[config.mk]
export PLATFORM = sky130hd
export DESIGN_NAME = isort_cell
export DESIGN_NICKNAME = d
export VERILOG_FILES = /design/src/rtl/isort_pkg.sv /design/src/rtl/isort_cell.sv
export SDC_FILE = /design/constraint.sdc
export NUM_CORES = 1
export LEC_CHECK = 0
export ABC_AREA = 1
export BUFFER_PORTS_ARGS = -buffer_cell sky130_fd_sc_hd__buf_2
export CORE_MARGIN = 3
export CORE_UTILIZATION = 30
export DETAILED_ROUTE_END_ITERATION = 10
export SLEW_MARGIN = 20
export SYNTH_ARGS = -nofsm -noshare
export SYNTH_HDL_FRONTEND = slang
export SYNTH_SLANG_ARGS = --single-unit
[constraint.sdc]
create_clock -name i_clk -period 3.1 [get_ports i_clk]
set_input_delay 0.155 -clock i_clk [delete_from_list [all_inputs] [get_ports i_clk]]
set_output_delay 0.155 -clock i_clk [all_outputs]
set_load 0.01 [all_outputs]
[src/rtl/isort_pkg.sv]
// shared types and constants of the integer array sorter
// no dependencies
`timescale 1ns / 1ps

package isort_pkg;

    localparam int VALUE_W = 32;

    typedef logic signed [VALUE_W-1:0] t_value;

    // control broadcast from the top level to every cell
    typedef struct packed {
        logic   ins;
        logic   shift;
        t_value value;
    } t_cell_ctl;

endpackage

[src/rtl/isort_cell.sv]
// one cell of the insertion chain: holds one value and its valid bit
// depends on isort_pkg
`timescale 1ns / 1ps

module isort_cell (
    input  logic                i_clk,
    input  logic                i_rst_n,
    input  isort_pkg::t_cell_ctl i_ctl,
    input  isort_pkg::t_value   i_prev_value,
    input  logic                i_prev_valid,
    input  logic                i_prev_gt,
    input  isort_pkg::t_value   i_next_value,
    input  logic                i_next_valid,
    output isort_pkg::t_value   o_value,
    output logic                o_valid,
    output logic                o_gt
);

    isort_pkg::t_value r_value;
    isort_pkg::t_value n_value;
    logic              r_valid;
    logic              n_valid;

    // cell must move up when empty or holding a larger value
    assign o_gt    = !r_valid || (r_value > i_ctl.value);
    assign o_value = r_value;
    assign o_valid = r_valid;

    always_comb begin
        n_value = r_value;
        n_valid = r_valid;
        if (i_ctl.shift) begin
            n_value = i_next_value;
            n_valid = i_next_valid;
        end else if (i_ctl.ins && o_gt) begin
            if (i_prev_gt) begin
                n_value = i_prev_value;
                n_valid = i_prev_valid;
            end else begin
                n_value = i_ctl.value;
                n_valid = 1'b1;
            end
        end
    end

    always_ff @(posedge i_clk) begin
        if (!i_rst_n) begin
            r_valid <= 1'b0;
        end else begin
            r_valid <= n_valid;
        end
        r_value <= n_value;
    end

endmodule

==> run metrics, run 1 <==
CP max stage cell=edfxtp_1; drt wl/cell=12.6 um; average cell area after synthesis=8.50 sq um; first-pass GRT wire length=between 10,000 and 15,000 um; Sw Pwr=~390 uW; MaxCap Viol Count=0; VDD IR-drop max=0.199 mV; FFs w/ async S/R, synth=0%; WL final=6850 um; Detail Route Antenna Nets=0; Tightest Pin Transition=0.561 ns; Post-synth EDFFs=32; CP Capture Type=flip-flop; I/O pins=137; 1st-iter DRT viols=64; largest net degree at the start of global routing=39; P_int=932 uW; Non-Filler Instances=542; Synth Instances=304; Synth cell types=22; Setup-failing EPs final=0; Yosys warnings=0; DP Wirelength=between 5000 and 6000 um; Hold Slack=0.118 ns; DIE AREA=just under 10,000 sq um; core area=8300 sq um; CTS max path bufs=2; H-tree levels=2; Initial DRT Pass Iterations=4; Clk pwr share=a little over a quarter; crit path time final=2.37 ns; part of the power in registers=between 40% and 50%; initial antenna violation count=0; Seq/Total Area, Yosys=38.0%; worst-skew pair later-pin latency=0.28 ns; Fin Setup TNS=0 ns; Final nets=571; Hold Path Class=input pin to flip-flop; synthesized cell area=2580 sq um; cell leakage power=~1.8 nW; CTS Sinks=33; Yosys reg bits=33; unrepaired setup endpoints after global routing=no; DP Worst Slack=between 0.6 and 0.7 ns; Cell Pwr Density=about 380 nW/um^2; post_cts resized=0; CTS tree=built; final hold viol count=0; Post-Syn Nets=439; Num CTS Buffers=5; Area growth syn-to-layout=34.3%; Achievable Freq=around 0.42 GHz; setup bufs post-CTS=0; DP Area=3370 sq um; number of global-route vias before repair=2,527; Pins Over Slew Limit=0; Reg clk slew, reported paths=0.07 ns; Root Buffer=clkbuf_8; Design Area, Final=3470 sq um; height of the die=~99 um; CP startpoint kind=flip-flop; GP Congestion=0.822; Via Count=between 2,000 and 2,500; layout cells sized above 1=35.9%; residual DRC count=0; worst hold stages=3; Initial Util=between 30 and 40%; clock skew=0.00789 ns; sw frac=29.7%; fin crit share=76.6%; Vias/cell=~4.6; Reg2Reg Depth=14; ys flop type=edfxtp_1; Crit Path Class=flip-flop to flip-flop; CP max stage delay=0.40 ns; # rows=33; CP required=3.08 ns; Max transition margin=between 60 and 70%; antenna cells=0; Comb pwr share=around 30%; Worst Path Arrival=2.36 ns; DIE WIDTH=98.8 um; Final Util=41.8%; port bufs=136; worst-path cell chain=ha_1 > nand2_1 > nor2_1 > nand4_1 > nor2_1 > nand2_1 > nand2_1 > nand2_1 > nand2_1 > nand2_1 > nand2_2 > nand2_2 > nand2_2 > buf_12; cell mode on critical path=nand2_1; grt ovf=0; Total Power=1.33 mW; worst-path maximum fanout=25; CTS Hold Buffers Added=0; Cells after DPL=534; Tot GR Track Use=14.1%; status=complete, no violations; Setup WS post-layout=about 0.73 ns
-- sequential cells by signal, summed over array words and instances (netlist names) --
signal,cells
o_value,32
o_valid,1
-- worst paths after layout --
kind          startpoint    endpoint  slack (ns)
max          o_value[23]  o_value[7]        0.73
min              i_rst_n     o_valid        0.12
max reg2reg  o_value[23]  o_value[7]        0.73
min reg2reg      o_valid     o_valid        0.65
-- power groups by stage --
stage,clock [mW],combinational [mW],sequential [mW]
2_1_floorplan,0,0.216,0.603
3_3_place_gp,0,0.401,0.583
3_5_place_dp,0,0.406,0.585
4_1_cts,0.368,0.409,0.575
5_1_grt,0.389,0.462,0.580
6_report,0.354,0.398,0.574
-- cell type report --
cell class / count / area (sq um)
repair buffers: 139 / 716
flip-flops and latches: 33 / 981
fillers: 864 / 4830
clock buffers: 7 / 96.3
multi-input cells: 213 / 1380
inverters: 44 / 165
well taps: 105 / 131
clock inverters: 1 / 5.00
-- cell usage in the layout, fill, tap and decap left out, drive strengths merged, types with 2 or more instances in the layout --
cell type	synthesis	routed
o21a	30	30
ha	32	32
o211ai	29	29
a21oi	21	21
nand2	75	75
o21ai	2	2
clkbuf	14	7
nand4	2	2
buf	0	139
nand3	3	3
nor2	16	16
inv	44	44
edfxtp	32	32
-- critical path, delay by kind of cell, from the launching register on --
| family | cells | cell delay [ns] |
|---|---|---|
| fa+ha+maj | 1 | 0.31 |
| buf+inv | 1 | 0.22 |
| simple gates | 12 | 1.13 |
| flops | 1 | 0.40 |
-- kinds of logic after synthesis --
family	share of synthesized area, %
DFF	38.0
AOI/OAI and AO/OA	22.4
adders and majority gates	15.5
and+or+nand+nor	15.4
buffers and inverters	8.81
-- cell usage after synthesis, types with 3 or more instances --
| cell type | count | area, sq um |
|---|---|---|
| clkbuf_1 | 13 | 48.8 |
| ha_1 | 32 | 400 |
| inv_1 | 43 | 161 |
| nand2_1 | 70 | 263 |
| edfxtp_1 | 32 | 961 |
| a21oi_1 | 20 | 100 |
| nand2_2 | 5 | 31.3 |
| o211ai_1 | 29 | 218 |
| nor2_1 | 15 | 56.3 |
| o21a_1 | 29 | 218 |
| nand3_1 | 3 | 15.0 |
-- layer usage --
| layer | up-vias | GRT usage [%] | share of wire, % |
|---|---|---|---|
| li1 | 1311 | - | - |
| met1 | 1094 | 16.5 | 42 |
| met2 | 73 | 25.2 | 50 |
| met3 | 4 | 3.33 | 7.2 |
| met4 | 0 | 4.41 | 0.64 |
| met5 | - | 0 | 0 |
(Power assumes the default switching activity.)
==> inputs of run 2 (changes only) <==
==> constraint.sdc (replaced) <==
create_clock -name i_clk -period 2 [get_ports i_clk]
set_input_delay 0.1 -clock i_clk [delete_from_list [all_inputs] [get_ports i_clk]]
set_output_delay 0.1 -clock i_clk [all_outputs]
set_load 0.01 [all_outputs]
==> run metrics, run 2 (synthesis gave the netlist of run 1 again) <==
status=finished with violations; violated checks=negative setup slack; H-tree levels=2; worst-skew pair later-pin latency=0.28 ns; CTS tree=built; CP Capture Type=flip-flop; Setup WS post-layout=-0.135 ns; most frequent cells in the layout=135 x buf_2, 63 x nand2_1, 43 x inv_1; crit path time final=approximately 2.1 ns; CP required=1.99 ns; CTS Sinks=33; Hold Slack=between 0.07 and 0.08 ns; worst-path cell chain=ha_4 > nand2_4 > nor2_4 > nand4_1 > nor2_1 > nand2_1 > nand2_1 > nand2_1 > nand2_1 > nand2_1 > nand2_2 > nand2_8 > nand2_8; residual DRC count=0; I/O pins=around 140; Initial DRT Pass Iterations=5; Vias/cell=roughly 4.6; DP Area=3580 sq um; Initial Util=between 30% and 40%; cell mode on critical path=nand2_1; Cell Pwr Density=553 nW/um^2; Achievable Freq=0.468 GHz; largest net degree at the start of global routing=between 40 and 50; clock skew=0.00419 ns; CP startpoint kind=flip-flop; CP max stage cell=edfxtp_1; Crit Path Class=flip-flop to flip-flop; # rows=33; 1st-iter DRT viols=79; worst hold stages=3; number of global-route vias before repair=2,532; DP Wirelength=about 5700 um; unrepaired setup endpoints after global routing=yes; Final nets=a little over 600; initial antenna violation count=0; Setup-failing EPs final=34; Largest register FFs=32; first-pass GRT wire length=11,600 um; port bufs=around 140; Tot GR Track Use=14.6%; layout cells sized above 1=roughly 46%; fin crit share=107%; final hold viol count=0; Area growth syn-to-layout=54.1%; Hold Path Class=input pin to flip-flop; CTS max path bufs=2; Pins Over Slew Limit=0; VDD IR-drop max=0.285 mV; core area=8300 sq um; Reg2Reg Depth=13; Num CTS Buffers=5; height of the die=~100 um; GP Congestion=0.760; grt ovf=0; most common cell after layout, fill and taps aside=buf_2; Detail Route Antenna Nets=0; Final Util=48.0%; drt wl/cell=approximately 13 um; MaxCap Viol Count=0; min-delay src=i_rst_n; CP max stage delay=between 0.4 and 0.5 ns; Root Buffer=clkbuf_8; DIE AREA=9760 sq um; Design Area, Final=between 3000 and 4000 sq um; Non-Filler Instances=between 500 and 600; reg2reg end=o_value[31]; DP Worst Slack=-0.199 ns; Via Count=approximately 2,600; Cells after DPL=558; Max transition margin=66.0%; WL final=7370 um; cell leakage power=~1.9 nW; Reg clk slew, reported paths=0.06 ns; Worst Path Arrival=2.12 ns; worst-path maximum fanout=8; DIE WIDTH=98.8 um; reg-to-reg startpoint=o_value[20]; Tightest Pin Transition=0.510 ns; r2r setup slk=-0.14 ns; antenna cells=0; Worst Hold Path EP=o_valid
[run 2: changes by cell type in the layout (fill, tap and decap cells not counted), sizes merged]
cell	previous run	this run
clkbuf	7	8
nand2	75	79
clkinv	1	0
buf	139	171
[run 2: layout make-up]
| cell class | instances | area (sq um) |
|---|---|---|
| Sequential cell | 33 | 981 |
| Clock buffer | 8 | 80.1 |
| Fill cell | 836 | 4320 |
| Multi-Input combinational cell | 217 | 1670 |
| Timing Repair Buffer | 171 | 958 |
| Tap cell | 105 | 131 |
| Inverter | 44 | 165 |
[run 2: stage by stage]
step                      total power, mW  setup TNS (ns)
after floorplan                      1.28           -1.85
after global placement               1.60           -4.55
after detailed placement             1.61           -6.37
after CTS                            2.17           -3.85
after global routing                 2.37           -8.42
final                                2.20           -3.91
[run 2: timing repair]
item                       in CTS  in global routing
gates resized for setup        15                 20
setup endpoints to repair      34                 34
gates cloned                    4                  0
pin swaps                       8                  8
hold buffers                    0                  0
buffers inserted                5                  3
[run 2: worst max-delay path by stage]
stage,start,to,cells past startpoint
floorplan,o_value[23],o_value[0],13
global route,o_value[3],o_value[31],17
detailed placement,o_value[23],o_value[18],13
global placement,o_value[15],o_value[18],15
CTS,o_value[23],o_value[31],13
finish,o_value[20],o_value[31],13
[run 2: routing by layer]
layer  GRT usage, %  vias up  wire length [um]  share of wire (%)
met5              0        -                 0                  0
met4           4.10        0                86                1.2
met3           2.83        8               448                6.1
met2           24.3       77              3520                 48
li1               -     1389                 -                  -
met1           19.2     1166              3310                 45
[run 2: worst max-delay path: cells and delay by family (launching register included)]
kind	cells	cell delay, ns
adders and majority gates	1	0.31
and+or+nand+nor	12	1.09
DFF	1	0.45
[run 2: power by group]
group / total, mW / switching (mW) / internal [mW]
Combinational: 0.826 / 0.412 / 0.414
Clock: 0.475 / 0.228 / 0.247
Sequential: 0.899 / 0.0485 / 0.850
==> inputs of run 3 (changes only) <==
==> constraint.sdc (replaced) <==
create_clock -name i_clk -period 2.1 [get_ports i_clk]
set_input_delay 0.105 -clock i_clk [delete_from_list [all_inputs] [get_ports i_clk]]
set_output_delay 0.105 -clock i_clk [all_outputs]
set_load 0.01 [all_outputs]
==> run metrics, run 3 (synthesis gave the netlist of run 1 again) <==
unrepaired setup endpoints after global routing=yes; DIE AREA=between 9000 and 10,000 sq um; worst-path maximum fanout=8; Worst Path Arrival=2.17 ns; met3 WL=504 um; sw frac=31.8%; Sw Pwr=645 uW; Initial Util=31.1%; worst-skew pair later-pin latency=0.29 ns; worst-path cell chain=ha_4 > nand2_1 > nor2_2 > nand4_1 > nor2_1 > nand2_1 > nand2_1 > nand2_1 > nand2_1 > nand2_2 > nand2_4 > nand2_8 > nand2_8; Achievable Freq=0.459 GHz; Worst path top cell family by delay=simple AND/OR/NAND/NOR gates; Reg clk slew, reported paths=0.07 ns; grt ovf=0; DIE WIDTH=98.8 um; CP max stage delay=0.43 ns; CTS tree=built; status=finished with violations; Max transition margin=60.7%; initial antenna violation count=0; Via Count=between 2,000 and 3,000; most frequent cells in the layout=135 x buf_2, 67 x nand2_1, 43 x inv_1; core area=8300 sq um; port bufs=around 140; metal1 wirelength=2990 um; Non-Filler Instances=562; Cell Pwr Density=~540 nW/um^2; H-tree levels=2; Cells after DPL=548; fin crit share=104%; highest routed layer=met4; Hold Slack=between 0.05 and 0.06 ns; Area growth syn-to-layout=46.2%; Routed met2 length=approximately 3700 um; Setup-failing EPs final=33; Hold Path Class=input pin to flip-flop; number of global-route vias before repair=2,623; Largest register FFs=32; final hold viol count=0; Final Util=45.5%; CP Capture Type=flip-flop; Vias/cell=4.58; Comb pwr share=35.1%; Root Buffer=clkbuf_8; MaxCap Viol Count=0; first-pass GRT wire length=11,700 um; layout cells sized above 1=roughly two fifths; CP max stage cell=edfxtp_1; CP required=2.10 ns; antenna cells=0; crit path time final=~2.2 ns; Clk pwr share=23.0%; Total Power=just over 2 mW; GP Congestion=0.783; Setup WS post-layout=-0.0767 ns; CP bufs+invs=0; VDD IR-drop max=0.302 mV; CTS max path bufs=2; cell mode on critical path=nand2_1; largest net degree at the start of global routing=32; CP startpoint kind=flip-flop; Tot GR Track Use=~15%; Pins Over Slew Limit=0; height of the die=98.8 um; Num CTS Buffers=5; part of the power in registers=between 40% and 50%; cell leakage power=1.86 nW; P_int=1.38 mW; violated checks=negative setup slack; most common cell after layout, fill and taps aside=buf_2; Tightest Pin Transition=around 0.59 ns; Initial DRT Pass Iterations=4; DP Wirelength=5590 um; Final nets=591; clock skew=between 0.005 and 0.006 ns; WL final=7300 um; drt wl/cell=13.0 um; CTS Sinks=33; # rows=33; Crit Path Class=flip-flop to flip-flop; Fin Setup TNS=-2.02 ns; I/O pins=137; 1st-iter DRT viols=56; Detail Route Antenna Nets=0; residual DRC count=0
==> run 3: changes by cell type in the layout (fill, tap and decap cells not counted), sizes merged <==
| cell | before | now |
|---|---|---|
| buf | 171 | 155 |
| clkbuf | 8 | 6 |
| clkinv | 0 | 2 |
==> run 3: final cells by class <==
type                    instances  area [sq um]
fillers                       819          4520
multi-input cells             217          1560
flip-flops and latches         33           981
repair buffers                155           855
inverters                      44           165
well taps                     105           131
clock buffers                   6          72.6
clock inverters                 2          10.0
==> run 3: what timing repair did <==
action | 4_1_cts | 5_1_grt
gates resized for setup | 9 | 12
pin swaps | 5 | 15
buffers inserted | 1 | 1
hold buffers | 0 | 0
gates cloned | 3 | 1
setup endpoints to repair | 34 | 34
==> run 3: worst paths after layout <==
check	start	endpoint	slack (ns)	depth (start not counted)
worst min-delay path	i_rst_n	o_valid	0.05	3
worst max-delay path	o_value[23]	o_value[22]	-0.08	13
worst min register to register	o_valid	o_valid	0.66	2
worst max register to register	o_value[23]	o_value[22]	-0.08	13
==> run 3: power groups by stage <==
stage               Sequential, mW  Clock (mW)  Combinational (mW)
floorplan                    0.890           0               0.323
global placement             0.858           0               0.644
detailed placement           0.861           0               0.645
CTS                          0.846       0.493               0.688
global route                 0.859       0.514               0.809
finish                       0.850       0.466               0.711
==> run 3: metrics by stage <==
step	worst slack, ns	instance area (sq um)
floorplan	0.00650	2600
global route	-0.256	3780
CTS	-0.0946	3670
global placement	-0.145	3500
detailed placement	-0.141	3500
finish	-0.0767	3780
==> run 3: worst register-to-register path, delay by kind of cell, from the launching register on <==
| kind | cells | cell delay (ns) |
|---|---|---|
| fa+ha+maj | 1 | 0.29 |
| flops | 1 | 0.43 |
| simple gates | 12 | 1.16 |
==> run 3: routing by layer <==
metal	global-route usage, %	vias up
met2	26.2	82
met1	17.4	1116
li1	-	1362
met3	3.40	12
met4	5.46	0
met5	0	-
